`src/sv/ith_pkg.sv`:
```
`default_nettype none
// ----------------------------------------------------------------------------
// ith_pkg
// Shared types and constants for the image trailer hash extractor.
// ----------------------------------------------------------------------------
package ith_pkg;

  localparam int IMAGE_BYTES = 65536;

  localparam logic [7:0] MAGIC_LO   = 8'h07;
  localparam logic [7:0] MAGIC_HI   = 8'h69;
  localparam logic [7:0] TAG_SHA256 = 8'h10;
  localparam int         HASH_LEN   = 32;
  localparam int         HDR_LEN    = 4;
  localparam int         HIDX_W     = $clog2(HASH_LEN);

  typedef struct packed {
    logic [7:0] data_byte;
    logic       final_byte;
  } request_t;

  typedef struct packed {
    logic [7:0] hash_byte;
    logic       hash_valid;
    logic       run_last;
  } result_t;

  typedef enum logic [2:0] {
    ST_LOAD,
    ST_SEARCH,
    ST_WALK_TEST,
    ST_WALK_READ,
    ST_WALK_EVAL,
    ST_EMIT,
    ST_FAIL
  } state_t;

endpackage
`default_nettype wire

```
`src/sv/ith_ctrl.sv`:
```
`default_nettype none
// ----------------------------------------------------------------------------
// ith_ctrl
// Load sequencer, backward trailer search, entry walk and hash readout.
// ----------------------------------------------------------------------------
module ith_ctrl #(
  parameter int IMAGE_BYTES = ith_pkg::IMAGE_BYTES,
  localparam int AW = $clog2(IMAGE_BYTES),
  localparam int CW = AW + 1,
  localparam int SW = ((CW > 17) ? CW : 17) + 1
) (
  input  wire logic              clk,
  input  wire logic              rst,
  input  wire logic              start,
  output logic                   busy,
  input  wire ith_pkg::request_t request,
  output logic                   done,
  output ith_pkg::result_t       result,
  output logic                   mem_we,
  output logic [AW-1:0]          mem_waddr,
  output logic [7:0]             mem_wdata,
  output logic [AW-1:0]          mem_raddr,
  input  wire logic [7:0]        mem_rdata
);

  localparam int HW = ith_pkg::HIDX_W;

  ith_pkg::state_t state, state_next;
  logic [CW-1:0]   count, count_next;
  logic            ovf, ovf_next;
  logic [CW-1:0]   len, len_next;
  logic [AW-1:0]   scan_addr, scan_addr_next;
  logic            scan_issue, scan_issue_next;
  logic            rd_pend, rd_pend_next;
  logic [AW-1:0]   rd_tag, rd_tag_next;
  logic [7:0]      win0, win0_next, win1, win1_next, win2, win2_next;
  logic [SW-1:0]   p, p_next;
  logic [1:0]      step, step_next;
  logic [7:0]      ty, ty_next;
  logic [15:0]     ln, ln_next;
  logic [AW-1:0]   hpos, hpos_next;
  logic            hseen, hseen_next;
  logic [HW:0]     emit_idx, emit_idx_next;
  logic [HW-1:0]   out_idx, out_idx_next;
  logic            done_next;
  ith_pkg::result_t result_next;

  logic            full;
  logic [CW-1:0]   cnt_inc;
  logic            ovf_n;
  logic [SW-1:0]   len_s;
  logic [1:0]      rd_off;

  always_comb begin
    full    = (count == CW'(IMAGE_BYTES));
    cnt_inc = full ? count : count + CW'(1);
    ovf_n   = ovf | full;
    len_s   = SW'(len);
    case (step)
      2'd0:    rd_off = 2'd0;
      2'd1:    rd_off = 2'd2;
      default: rd_off = 2'd3;
    endcase
  end

  always_comb begin
    state_next      = state;
    count_next      = count;
    ovf_next        = ovf;
    len_next        = len;
    scan_addr_next  = scan_addr;
    scan_issue_next = scan_issue;
    rd_pend_next    = 1'b0;
    rd_tag_next     = rd_tag;
    win0_next       = win0;
    win1_next       = win1;
    win2_next       = win2;
    p_next          = p;
    step_next       = step;
    ty_next         = ty;
    ln_next         = ln;
    hpos_next       = hpos;
    hseen_next      = hseen;
    emit_idx_next   = emit_idx;
    out_idx_next    = out_idx;
    done_next       = 1'b0;
    result_next     = result;
    mem_we          = 1'b0;
    mem_waddr       = count[AW-1:0];
    mem_wdata       = request.data_byte;
    mem_raddr       = '0;
    busy            = (state != ith_pkg::ST_LOAD);

    case (state)
      ith_pkg::ST_LOAD: begin
        if (start) begin
          mem_we = !full;
          if (!request.final_byte) begin
            count_next = cnt_inc;
            ovf_next   = ovf_n;
          end else begin
            count_next      = '0;
            ovf_next        = 1'b0;
            len_next        = cnt_inc;
            hseen_next      = 1'b0;
            scan_addr_next  = AW'(cnt_inc - CW'(1));
            scan_issue_next = 1'b1;
            if (ovf_n || (cnt_inc < CW'(ith_pkg::HDR_LEN))) begin
              state_next = ith_pkg::ST_FAIL;
            end else begin
              state_next = ith_pkg::ST_SEARCH;
            end
          end
        end
      end

      ith_pkg::ST_SEARCH: begin
        mem_raddr = scan_addr;
        if (scan_issue) begin
          rd_pend_next = 1'b1;
          rd_tag_next  = scan_addr;
          if (scan_addr == '0) begin
            scan_issue_next = 1'b0;
          end else begin
            scan_addr_next = scan_addr - AW'(1);
          end
        end
        if (rd_pend) begin
          win0_next = mem_rdata;
          win1_next = win0;
          win2_next = win1;
          if ((SW'(rd_tag) + SW'(ith_pkg::HDR_LEN) <= len_s) &&
              (mem_rdata == ith_pkg::MAGIC_LO) && (win0 == ith_pkg::MAGIC_HI) &&
              (SW'(rd_tag) + SW'({win2, win1}) == len_s)) begin
            p_next          = SW'(rd_tag) + SW'(ith_pkg::HDR_LEN);
            scan_issue_next = 1'b0;
            state_next      = ith_pkg::ST_WALK_TEST;
          end else if (rd_tag == '0) begin
            scan_issue_next = 1'b0;
            state_next      = ith_pkg::ST_FAIL;
          end
        end
      end

      ith_pkg::ST_WALK_TEST: begin
        step_next = '0;
        if (p + SW'(ith_pkg::HDR_LEN) > len_s) begin
          emit_idx_next = '0;
          state_next    = hseen ? ith_pkg::ST_EMIT : ith_pkg::ST_FAIL;
        end else begin
          state_next = ith_pkg::ST_WALK_READ;
        end
      end

      ith_pkg::ST_WALK_READ: begin
        mem_raddr    = AW'(p + SW'(rd_off));
        rd_pend_next = (step != 2'd3);
        step_next    = step + 2'd1;
        if (rd_pend) begin
          case (step)
            2'd1:    ty_next = mem_rdata;
            2'd2:    ln_next[7:0] = mem_rdata;
            2'd3: begin
              ln_next[15:8] = mem_rdata;
              state_next    = ith_pkg::ST_WALK_EVAL;
            end
            default: ty_next = ty;
          endcase
        end
      end

      ith_pkg::ST_WALK_EVAL: begin
        p_next     = p + SW'(ln) + SW'(ith_pkg::HDR_LEN);
        state_next = ith_pkg::ST_WALK_TEST;
        if (ty == ith_pkg::TAG_SHA256) begin
          if (hseen) begin
            state_next = ith_pkg::ST_FAIL;
          end else if (ln == 16'(ith_pkg::HASH_LEN)) begin
            if (p + SW'(ith_pkg::HDR_LEN + ith_pkg::HASH_LEN) > len_s) begin
              state_next = ith_pkg::ST_FAIL;
            end else begin
              hpos_next  = AW'(p + SW'(ith_pkg::HDR_LEN));
              hseen_next = 1'b1;
            end
          end
        end
      end

      ith_pkg::ST_EMIT: begin
        mem_raddr = hpos + AW'(emit_idx);
        if (!emit_idx[HW]) begin
          rd_pend_next  = 1'b1;
          out_idx_next  = emit_idx[HW-1:0];
          emit_idx_next = emit_idx + (HW+1)'(1);
        end
        if (rd_pend) begin
          done_next   = 1'b1;
          result_next = '{hash_byte:  mem_rdata,
                          hash_valid: 1'b1,
                          run_last:   (out_idx == HW'(ith_pkg::HASH_LEN - 1))};
          if (out_idx == HW'(ith_pkg::HASH_LEN - 1)) begin
            state_next = ith_pkg::ST_LOAD;
          end
        end
      end

      ith_pkg::ST_FAIL: begin
        done_next   = 1'b1;
        result_next = '{hash_byte: 8'd0, hash_valid: 1'b0, run_last: 1'b1};
        state_next  = ith_pkg::ST_LOAD;
      end

      default: begin
        state_next = ith_pkg::ST_LOAD;
      end
    endcase
  end

  always_ff @(posedge clk) begin
    if (rst) begin
      state      <= ith_pkg::ST_LOAD;
      count      <= '0;
      ovf        <= 1'b0;
      scan_issue <= 1'b0;
      rd_pend    <= 1'b0;
      hseen      <= 1'b0;
      done       <= 1'b0;
    end else begin
      state      <= state_next;
      count      <= count_next;
      ovf        <= ovf_next;
      scan_issue <= scan_issue_next;
      rd_pend    <= rd_pend_next;
      hseen      <= hseen_next;
      done       <= done_next;
    end
  end

  always_ff @(posedge clk) begin
    len       <= len_next;
    scan_addr <= scan_addr_next;
    rd_tag    <= rd_tag_next;
    win0      <= win0_next;
    win1      <= win1_next;
    win2      <= win2_next;
    p         <= p_next;
    step      <= step_next;
    ty        <= ty_next;
    ln        <= ln_next;
    hpos      <= hpos_next;
    emit_idx  <= emit_idx_next;
    out_idx   <= out_idx_next;
    result    <= result_next;
  end

endmodule
`default_nettype wire

```
`config.mk`:
```
export PLATFORM = sky130hd
export DESIGN_NAME = ith_ctrl
export DESIGN_NICKNAME = d
export VERILOG_FILES = /design/src/sv/ith_pkg.sv /design/src/sv/ith_ctrl.sv
export SDC_FILE = /design/constraint.sdc
export NUM_CORES = 1
export LEC_CHECK = 0
export ABC_AREA = 0
export BUFFER_PORTS_ARGS = -buffer_cell sky130_fd_sc_hd__buf_4
export CORE_MARGIN = 2
export CORE_UTILIZATION = 45
export CTS_BUF_LIST = sky130_fd_sc_hd__clkbuf_16
export CTS_CLUSTER_DIAMETER = 150
export DETAILED_ROUTE_END_ITERATION = 8
export PLACE_DENSITY = 0.69
export SLEW_MARGIN = 40
export SYNTH_ARGS = -nofsm -noshare
export SYNTH_HDL_FRONTEND = slang
export SYNTH_SLANG_ARGS = --single-unit
export TNS_END_PERCENT = 10
```
`constraint.sdc`:
```
create_clock -name clk -period 3.8 [get_ports clk]
set_input_delay 0.57 -clock clk [delete_from_list [all_inputs] [get_ports clk]]
set_output_delay 0.57 -clock clk [all_outputs]
set_load 0.005 [all_outputs]
```
==> metrics.md, run 1 <==
| Metric | Value |
|---|---|
| Final core occ | `0.526` |
| Library cells used by synthesis | `70` |
| Setup slack after layout | `0.124 ns` |
| Post-route DRC violation count | `0` |
| Num CTS Buffers | `17` |
| Maximum VDD drop | `0.236 mV` |
| Clock tree buffer depth | `2` |
| Pwr per Cell Area | `505 mW/mm²` |
| I/O pin total | `73` |
| Reg power frac | `0.379` |
| Antenna viol nets, final | `0` |
| Mux cell area share after synthesis | `0.0122` |
| Hold buffers post-CTS | `0` |
| Gate power share | `0.380` |
| Final worst path period need | `3.68 ns` |
| Status | `finished clean` |
| Initial antenna violation count | `0` |
| Clock sink count | `179` |
| Pint | `4.39 mW` |
| Dominant synthesized flop cell | `edfxtp_1` |
| Critical Path End Type | `flip-flop` |
| Power after layout | `7.15 mW` |
| Max-slew headroom at the worst pin | `0.486` |
| Fmax | `0.272 GHz` |
| Die Span Y | `169 µm` |
| Avg Inst Size Synth | `9.94 µm²` |
| Synth Net Count | `1,377` |
| Critical Path AT | `3.83 ns` |
| Largest family of logic cells by synthesized area | `simple AND/OR/NAND/NOR gates` |
| Switching power | `2.76 mW` |
| Final setup vio count | `0` |
| Crit-path max FO | `9` |
| Hold WC Path Type | `in -> reg` |
| DP Area | `0.0133 mm²` |
| Die area | `0.0287 mm²` |
| TritonRoute pass-1 iters | `7` |
| Pre-CTS WS | `0.0593 ns` |
| Simple-Gate Fraction of Synth Area | `0.173` |
| PortBufs | `56` |
| Final Hold Fails | `0` |
| Synth Register Bits | `179` |
| Tightest Pin Transition | `0.766 ns` |
| CTS root buffer | `clkbuf_16` |
| Synth warn | `0` |
| Worst-path clk slew | `0.07 ns` |
| Share of post-route cells with drive strength above 1 | `0.160` |
| Total global routing overflow | `0` |
| CTS tree | `yes` |
| Routed vias/inst | `6.04` |
| H-tree lvl count | `4` |
| Post-synth EDFFs | `154` |
| Worst EP required | `3.96 ns` |
| RePlAce Congestion | `0.966` |
| Post-synthesis xor/xnor area fraction | `0.102` |
| Leak | `5.64 nW` |
| Part of the cycle the worst path needs | `0.967` |
| Clk network pwr share | `0.241` |
| Wire length of the first global-routing pass | `55.5 mm` |
| Die width | `169 µm` |
| All-Layer GR Usage | `0.259` |
| Number of global-route vias before repair | `9,565` |
| Compound-gate portion of the synthesized area | `0.125` |
| Via count | `10,100` |
| Switch share | `0.386` |
| Final Cell Area | `0.0142 mm²` |
| WL/cell | `22.4 µm` |
| FFs w/ async S/R, synth | `0` |
| Initial DRC Count | `1,069` |
| # rows | `60` |
| Max Cap Viol | `0` |
| Post-synthesis adder-cell area fraction | `0.121` |
| Area Growth Syn to Fin | `15.0%` |
| Largest net degree at the start of global routing | `27` |
| Routed Wire Length | `37.4 mm` |
| Clock skew | `0.0218 ns` |
| Post-Syn Area | `0.0123 mm²` |
| Initial Util | `0.457` |
| Hold WS | `0.363 ns` |
| Fin. max-slew vios | `0` |
| CP Launch Type | `flip-flop` |
| Sequential fraction of the synthesis area | `0.416` |
| Clk_lat worst skew | `0.45 ns` |
| Fill cells | `2,419` |
| Setup CP Type | `reg -> reg` |
| RSZ-0062 raised after global routing | `yes` |
| Mapped Cells | `1,240` |
| Core ar. | `0.0270 mm²` |
| Post-DP HPWL | `28.8 mm` |
| N_diodes | `0` |
| Net count, final | `1,454` |
[stage by stage]
stage	TNS, ns	std cells
2_1_floorplan	-1.37	1240
3_3_place_gp	0	1630
3_5_place_dp	0	1630
4_1_cts	0	1662
5_1_grt	-0.754	1671
6_report	0	1671
[layer usage]
layer,vias to the layer above,global-route usage,wire length (µm)
met1,4840,0.346,15400
met2,468,0.404,16800
met4,0,0.113,1740
li1,4689,-,-
met3,98,0.0578,3430
met5,-,0,0
[layout by cell type (no fill, tap or decap), types with 5 or more instances in the layout]
cell type	netlist	final
edfxtp_1	154	154
buf_4	26	126
ha_1	113	112
nor2_1	107	101
xnor2_1	89	88
nand2_1	73	72
a21oi_1	68	63
inv_1	60	60
xor2_1	53	52
nor3_1	45	43
nand3_1	46	42
o21ai_0	39	37
nand4_1	25	25
dfxtp_1	25	25
and3_1	22	20
clkbuf_16	0	19
or3_1	17	17
a21o_1	16	16
and2_1	16	16
nor4_1	17	15
mux2i_1	15	15
o221ai_1	13	13
a22oi_1	12	12
o21a_1	11	11
nand2b_1	11	10
nor2b_1	9	9
o21bai_1	9	9
a211oi_1	10	8
nor4b_1	7	7
nor2_2	2	6
a31oi_1	6	6
o211ai_1	6	6
a21oi_2	0	5
[sequential cells by signal, indices dropped and copies added (netlist names), 2 cells and up]
register and flops:
p 18, count 17, len 17, hpos 16, ln 16, rd_tag 16
scan_addr 16, result 10, ty 8, win0 8, win1 8, win2 8
emit_idx 6, out_idx 5, state 3, step 2
[worst paths after layout]
kind,slack [ns],start,cells after the start,end
max reg2reg,0.12,rd_tag[0],12,p[6]
max,0.12,rd_tag[0],12,p[6]
min,0.36,mem_rdata[7],1,ln[7]
min reg2reg,0.46,win0[5],0,win1[5]
[cell families (layout without fill, tap and decap cells)]
family,after synthesis,count (layout)
AO/OA/AOI/OAI,233,233
XOR/XNOR,143,143
adder cells (fa/ha/maj),117,117
buffers and inverters,134,224
flip-flops,179,179
multiplexers,15,15
AND/OR/NAND/NOR,419,419
[power by group through the flow]
stage	Clock, mW	Combinational [mW]	Sequential, mW
final	1.72	2.71	2.71
after global routing	1.82	2.97	2.72
after CTS	1.75	2.58	2.69
after detailed placement	0	2.55	2.73
after global placement	0	2.51	2.73
after floorplan	0	1.76	2.57
[timing repair]
action | in CTS | in global routing
pin swaps | 0 | 16
buffers inserted | 0 | 6
cloned | 0 | 2
endpoints found under the setup margin | 1 | 40
resized for setup | 1 | 42
[worst max-delay path, stage by stage, from the launching register on]
cell       delay (ns)
edfxtp_1         0.40
ha_1             0.26
fa_1             0.44
xnor2_1          0.22
xnor2_1          0.10
or4_4            0.48
a211oi_2         0.20
nand4_1          0.13
or4_4            0.53
nor4_4           0.16
nand2_1          0.12
nand2_2          0.15
clkbuf_16        0.19
[cells in the mapped netlist, drive strengths merged, types with 22 or more instances]
cell type / instances / area share
inv: 60 / 0.018
a21oi: 68 / 0.028
nor2: 109 / 0.034
o21ai: 40 / 0.016
buf: 37 / 0.020
xor2: 54 / 0.039
ha: 113 / 0.11
nand4: 25 / 0.013
nand3: 46 / 0.019
nor3: 45 / 0.018
edfxtp: 154 / 0.38
xnor2: 89 / 0.063
nand2: 74 / 0.023
clkbuf: 36 / 0.011
and3: 22 / 0.011
dfxtp: 25 / 0.041
[area by class of cell]
type	count	area, µm²	area share
repair buffers	131	1040	0.0735
clock buffers	17	425	0.0300
well taps	341	427	0.0301
clock inverters	15	143	0.0101
flip-flops and latches	179	5120	0.362
multi-input cells	927	6780	0.478
inverters	61	229	0.0162
Note: power is estimated with default switching activity, not from simulation.
==> inputs of run 2 (changes only) <==
Settings changed: CORE_UTILIZATION 45 to 30, PLACE_DENSITY 0.69 to 0.52.
==> run 2 against run 1 <==
  * Wire length rose by 4.2%
  * Worst hold slack improved by 0.0077 ns
  * Via count fell by 2.4%
  * Register-to-register slack improved by 0.04 ns
  * Combinational power rose by 1%
  * Sequential cell count did not move
  * Power fell by 0.91%
  * Die area rose by 49%
  * Critical path type is now reg -> out
  * Critical endpoint is now mem_raddr[14]
==> metrics.md, run 2 (synthesized netlist as in run 1, its figures left out) <==
| Metric | Value |
|---|---|
| Status | `finished clean` |
| Critical Path Max Stage Delay | `0.42 ns` |
| Die area | `0.0427 mm²` |
| Fill cells | `4,071` |
| Register area | `0.00512 mm²` |
| N_diodes | `0` |
| Die Span Y | `207 µm` |
| Crit path max-delay cell type | `edfxtp_1` |
| Most flops, register | `p` |
| Post-route DRC violation count | `0` |
| Final core occ | `0.357` |
| Reg power frac | `0.374` |
| Max reg flops | `18` |
| RSZ-0062 raised after global routing | `yes` |
| CP Launch Type | `flip-flop` |
| Clock tree buffer depth | `2` |
| RePlAce Congestion | `0.941` |
| Setup_tns | `0 ns` |
| Area Growth Syn to Fin | `17.8%` |
| Most frequent cells in the layout | `edfxtp_1 (154), buf_4 (150), ha_1 (112)` |
| Worst reg2reg endpoint | `p[16]` |
| CP startpoint | `emit_idx[0]` |
| CTS root buffer | `clkbuf_16` |
| Pwr per Cell Area | `488 mW/mm²` |
| Leak | `5.74 nW` |
| Final setup vio count | `0` |
| # rows | `74` |
| Initial DRC Count | `798` |
| Multi-input gate area | `0.00674 mm²` |
| Worst-path cell chain | `ha_1 -> fa_2 -> a21o_1 -> a21oi_2 -> o21bai_1 -> a21oi_2 -> nand2b_4 -> nor3_1 -> xnor2_1 -> and3_1 -> o21a_1 -> buf_4` |
| Gate power share | `0.389` |
| Power after layout | `7.08 mW` |
| CTS tree | `yes` |
| Post-DP HPWL | `30.9 mm` |
| PortBufs | `56` |
| Part of the cycle the worst path needs | `0.963` |
| Clk_lat worst skew | `0.45 ns` |
| Antenna viol nets, final | `0` |
| Final worst path period need | `3.66 ns` |
| Largest net degree at the start of global routing | `27` |
| I/O pin total | `73` |
| Initial antenna violation count | `1` |
| Switching power | `2.64 mW` |
| H-tree lvl count | `4` |
| R2r worst-path depth | `16` |
| Worst-path clk slew | `0.07 ns` |
| Wire length of the first global-routing pass | `57.8 mm` |
| Routed vias/inst | `5.23` |
| Maximum VDD drop | `0.274 mV` |
| Initial Util | `0.303` |
| All-Layer GR Usage | `0.184` |
| Hold_sp | `mem_rdata[7]` |
| Share of post-route cells with drive strength above 1 | `0.169` |
| Num CTS Buffers | `17` |
| Routed Wire Length | `39.0 mm` |
| Final Cell Area | `0.0145 mm²` |
| Max Cap Viol | `0` |
| WHS Endpoint | `win0[7]` |
| Fmax | `0.273 GHz` |
| Clk network pwr share | `0.238` |
| Die width | `207 µm` |
| Worst R2R Start | `rd_tag[7]` |
| DP Area | `0.0137 mm²` |
| Core ar. | `0.0406 mm²` |
| Final Hold Fails | `0` |
| Commonest non-fill, non-tap cell in the layout | `edfxtp_1` |
| Tightest Pin Transition | `0.798 ns` |
| Hold WS | `0.370 ns` |
| Crit-path max FO | `3` |
| TritonRoute pass-1 iters | `5` |
| WHS Path Cells | `1` |
| Clock skew | `0.0165 ns` |
| Via count | `9,857` |
| Switch share | `0.372` |
| Hold buffers post-CTS | `0` |
| Clock sink count | `179` |
| Net count, final | `1,477` |
| Critical Path End Type | `output port` |
| Number of global-route vias before repair | `9,569` |
| Pint | `4.45 mW` |
| Worst EP required | `3.23 ns` |
| Worst path bufs/invs | `1` |
| Delay-heaviest family, CP | `compound AO/OA/AOI/OAI gates` |
| Largest regs | `p (18), count (17), len (17)` |
| Hold WC Path Type | `in -> reg` |
| Fin. max-slew vios | `0` |
| Setup CP Type | `reg -> out` |
| Reg2reg setup slack | `0.16 ns` |
| Total global routing overflow | `0` |
| Most frequent CP cell | `a21oi_2` |
| Critical Path AT | `3.09 ns` |
| WL/cell | `20.7 µm` |
| Max-slew headroom at the worst pin | `0.468` |
==> run 2: cell count changes in the layout (fill, tap and decap cells not counted), moves of 2 or more <==
cell,change
inv_8,-4
nor2_1,+2
clkinv_8,-2
clkinv_2,+2
buf_4,+24
a21oi_1,+2
a21oi_2,-2
nand3_2,-2
==> run 2: worst max-delay path by stage <==
stage                     to  slack, ns  depth (start not counted)
2_1_floorplan           p[0]      -0.08                         15
3_3_place_gp           p[14]       0.08                         15
3_5_place_dp           p[17]     -0.008                         14
4_1_cts                p[17]      -0.02                         14
5_1_grt             state[2]      -0.05                         16
6_report       mem_raddr[14]       0.14                         12
==> run 2: power by group through the flow <==
stage	Sequential [mW]	Clock, mW	Combinational (mW)
after global routing	2.66	1.79	3.03
after detailed placement	2.69	0	2.65
after floorplan	2.57	0	1.76
final	2.65	1.68	2.75
after global placement	2.69	0	2.64
after CTS	2.65	1.72	2.68
==> run 2: metal layers <==
metal,share of wire,GRT usage,routed length [µm],vias to the layer above
li1,-,-,-,4736
met1,0.43,0.238,16900,4771
met2,0.48,0.305,18800,287
met3,0.051,0.0314,2010,63
met4,0.033,0.0765,1300,0
met5,0,0,0,-
==> run 2: timing repair <==
action / CTS / global route
setup buffers: 1 / 3
resized for setup: 1 / 36
gates cloned: 0 / 2
endpoints found under the setup margin: 19 / 40
hold endpoints to repair: 0 / 0
pin swaps: 0 / 10
==> run 2: final cells by class <==
| class | count | share of cell area |
|---|---|---|
| Sequential cell | 179 | 0.353 |
| Timing Repair Buffer | 154 | 0.0829 |
| Tap cell | 532 | 0.0459 |
| Clock buffer | 17 | 0.0293 |
| Multi-Input combinational cell | 927 | 0.465 |
| Clock inverter | 15 | 0.00828 |
| Inverter | 61 | 0.0158 |
==> run 2: per-stage QoR <==
step / std cells / worst slack (ns)
finish: 1885 / 0.142
global route: 1885 / -0.0545
CTS: 1880 / -0.0203
detailed placement: 1847 / -0.00847
global placement: 1847 / 0.0793
floorplan: 1240 / -0.0762
==> inputs of run 3 (changes only) <==
Settings changed: GPL_TIMING_DRIVEN set to 0, PLACE_DENSITY 0.52 to 0.43.
==> run 3 against run 2 <==
  * The flow now finishes with violations (setup timing)
  * Clock-buffer cell count did not move
  * Non-clock buffer count grew 22
  * Via count up 0.43%
==> metrics.md, run 3 (synthesized netlist as in run 1, its figures left out) <==
| Metric | Value |
|---|---|
| Status | `finished with violations` |
| Violated checks | `setup timing` |
| Multi-input gate area | `0.00702 mm²` |
| Number of global-route vias before repair | `9,675` |
| Register area | `0.00512 mm²` |
| All-Layer GR Usage | `0.193` |
| TritonRoute pass-1 iters | `7` |
| Post-DP HPWL | `31.1 mm` |
| Routed Wire Length | `40.1 mm` |
| Initial DRC Count | `621` |
| Final core occ | `0.366` |
| Post-route DRC violation count | `0` |
| Max reg flops | `18` |
| Fmax | `0.260 GHz` |
| Setup_tns | `-0.686 ns` |
| Initial Util | `0.303` |
| Die Span Y | `207 µm` |
| Most frequent cells in the layout | `edfxtp_1 (154), buf_4 (132), ha_1 (108)` |
| Setup slack after layout | `-0.0492 ns` |
| Clock skew | `0.00928 ns` |
| CTS root buffer | `clkbuf_16` |
| Die area | `0.0427 mm²` |
| CTS tree | `yes` |
| Critical Path End Type | `flip-flop` |
| Part of the cycle the worst path needs | `1.01` |
| Antenna viol nets, final | `0` |
| Initial antenna violation count | `1` |
| Die width | `207 µm` |
| # rows | `74` |
| Commonest non-fill, non-tap cell in the layout | `edfxtp_1` |
| Via count | `9,899` |
| Clock sink count | `179` |
| WHS Path Cells | `1` |
| Num CTS Buffers | `17` |
| H-tree lvl count | `4` |
| Final setup vio count | `21` |
| CP Launch Type | `flip-flop` |
| Max-slew headroom at the worst pin | `0.473` |
| N_diodes | `0` |
| Crit path max-delay cell type | `or4_4` |
| WL/cell | `21.0 µm` |
| Area Growth Syn to Fin | `20.6%` |
| Hold WC Path Type | `in -> reg` |
| RePlAce Congestion | `0.913` |
| Pwr per Cell Area | `484 mW/mm²` |
| Total global routing overflow | `0` |
| Maximum VDD drop | `0.210 mV` |
| Final worst path period need | `3.85 ns` |
| Hold buffers post-CTS | `0` |
| RSZ-0062 raised after global routing | `yes` |
| Setup CP Type | `reg -> reg` |
| I/O pin total | `73` |
| PortBufs | `63` |
| Worst-path cell chain | `buf_4 -> nand3_2 -> inv_2 -> and3_4 -> xor2_2 -> ha_1 -> a211o_1 -> a21oi_1 -> o211a_1 -> o211ai_1 -> a21boi_4 -> or4_4 -> nor4_4 -> nand2_4 -> nand2_4` |
| Max Cap Viol | `0` |
| Largest net degree at the start of global routing | `27` |
| Tightest Pin Transition | `0.791 ns` |
| Largest regs | `p (18), count (17), len (17)` |
| Core ar. | `0.0406 mm²` |
| Fin. max-slew vios | `0` |
| Crit-path max FO | `5` |
| Power after layout | `7.19 mW` |
| Most flops, register | `p` |
| Clk_lat worst skew | `0.46 ns` |
| Share of post-route cells with drive strength above 1 | `0.189` |
| Net count, final | `1,502` |
| Leak | `5.81 nW` |
| Critical Path Max Stage Delay | `0.54 ns` |
| Clock tree buffer depth | `2` |
| Pre-CTS WS | `-1.08 ns` |
| Fill cells | `4,098` |
| Worst-path clk slew | `0.07 ns` |
| Critical Path AT | `4.02 ns` |
| Most frequent CP cell | `nand2_4` |
| Routed vias/inst | `5.18` |
| Worst EP required | `3.97 ns` |
| R2r worst-path depth | `15` |
| Final Hold Fails | `0` |
| Wire length of the first global-routing pass | `59.8 mm` |
-- run 3: cell types whose count changed in the layout (fill, tap and decap cells not counted), sizes merged --
cell,delta
clkbuf,+28
clkinv,-3
inv,+2
clkinvlp,+1
buf,-6
nand2,+3
-- run 3: timing repair --
action,CTS,global route
cloned,4,0
pin swaps,29,15
endpoints found under the setup margin,48,56
resized for setup,68,27
setup buffers,39,7
-- run 3: metrics by stage --
| stage | hold WS, ns | cells | cell area, µm² |
|---|---|---|---|
| after global placement | 0.437 | 1835 | 13500 |
| after global routing | 0.340 | 1910 | 14900 |
| after detailed placement | 0.435 | 1835 | 13500 |
| after CTS | 0.329 | 1905 | 14700 |
| after floorplan | 0.418 | 1240 | 12300 |
| final | 0.355 | 1910 | 14900 |
-- run 3: worst paths after layout --
check | from | to | slack, ns
worst max register to register | rd_tag[2] | p[12] | -0.05
worst max-delay path | rd_tag[2] | p[12] | -0.05
worst min-delay path | mem_rdata[1] | win0[1] | 0.36
worst min register to register | win0[7] | win1[7] | 0.45
-- run 3: layout make-up --
class,instances,share of cell area
Multi-Input combinational cell,930,0.472
Sequential cell,179,0.345
Timing Repair Buffer,111,0.0592
Tap cell,532,0.0448
Clock buffer,17,0.0286
Buffer,65,0.0247
Inverter,61,0.0157
Clock inverter,15,0.0100
-- run 3: worst max-delay path, delay by kind of cell (launching register included) --
| kind | cells | cell delay (ns) |
|---|---|---|
| simple gates | 6 | 1.46 |
| compound gates | 5 | 0.84 |
| buf+inv | 2 | 0.26 |
| xor+xnor | 1 | 0.17 |
| fa+ha+maj | 1 | 0.32 |
| flops | 1 | 0.49 |
-- run 3: power breakdown --
part	switching [mW]	total (mW)	internal [mW]
registers	0.237	2.66	2.42
clock network	0.845	1.77	0.922
logic	1.68	2.77	1.09
total	2.76	7.19	4.44
-- run 3: routing by layer --
| layer | global-route usage | vias to the layer above | part of all wire |
|---|---|---|---|
| met5 | 0 | - | 0 |
| met4 | 0.0801 | 0 | 0.037 |
| met3 | 0.0414 | 60 | 0.053 |
| met2 | 0.312 | 247 | 0.47 |
| met1 | 0.249 | 4797 | 0.44 |
| li1 | - | 4795 | - |
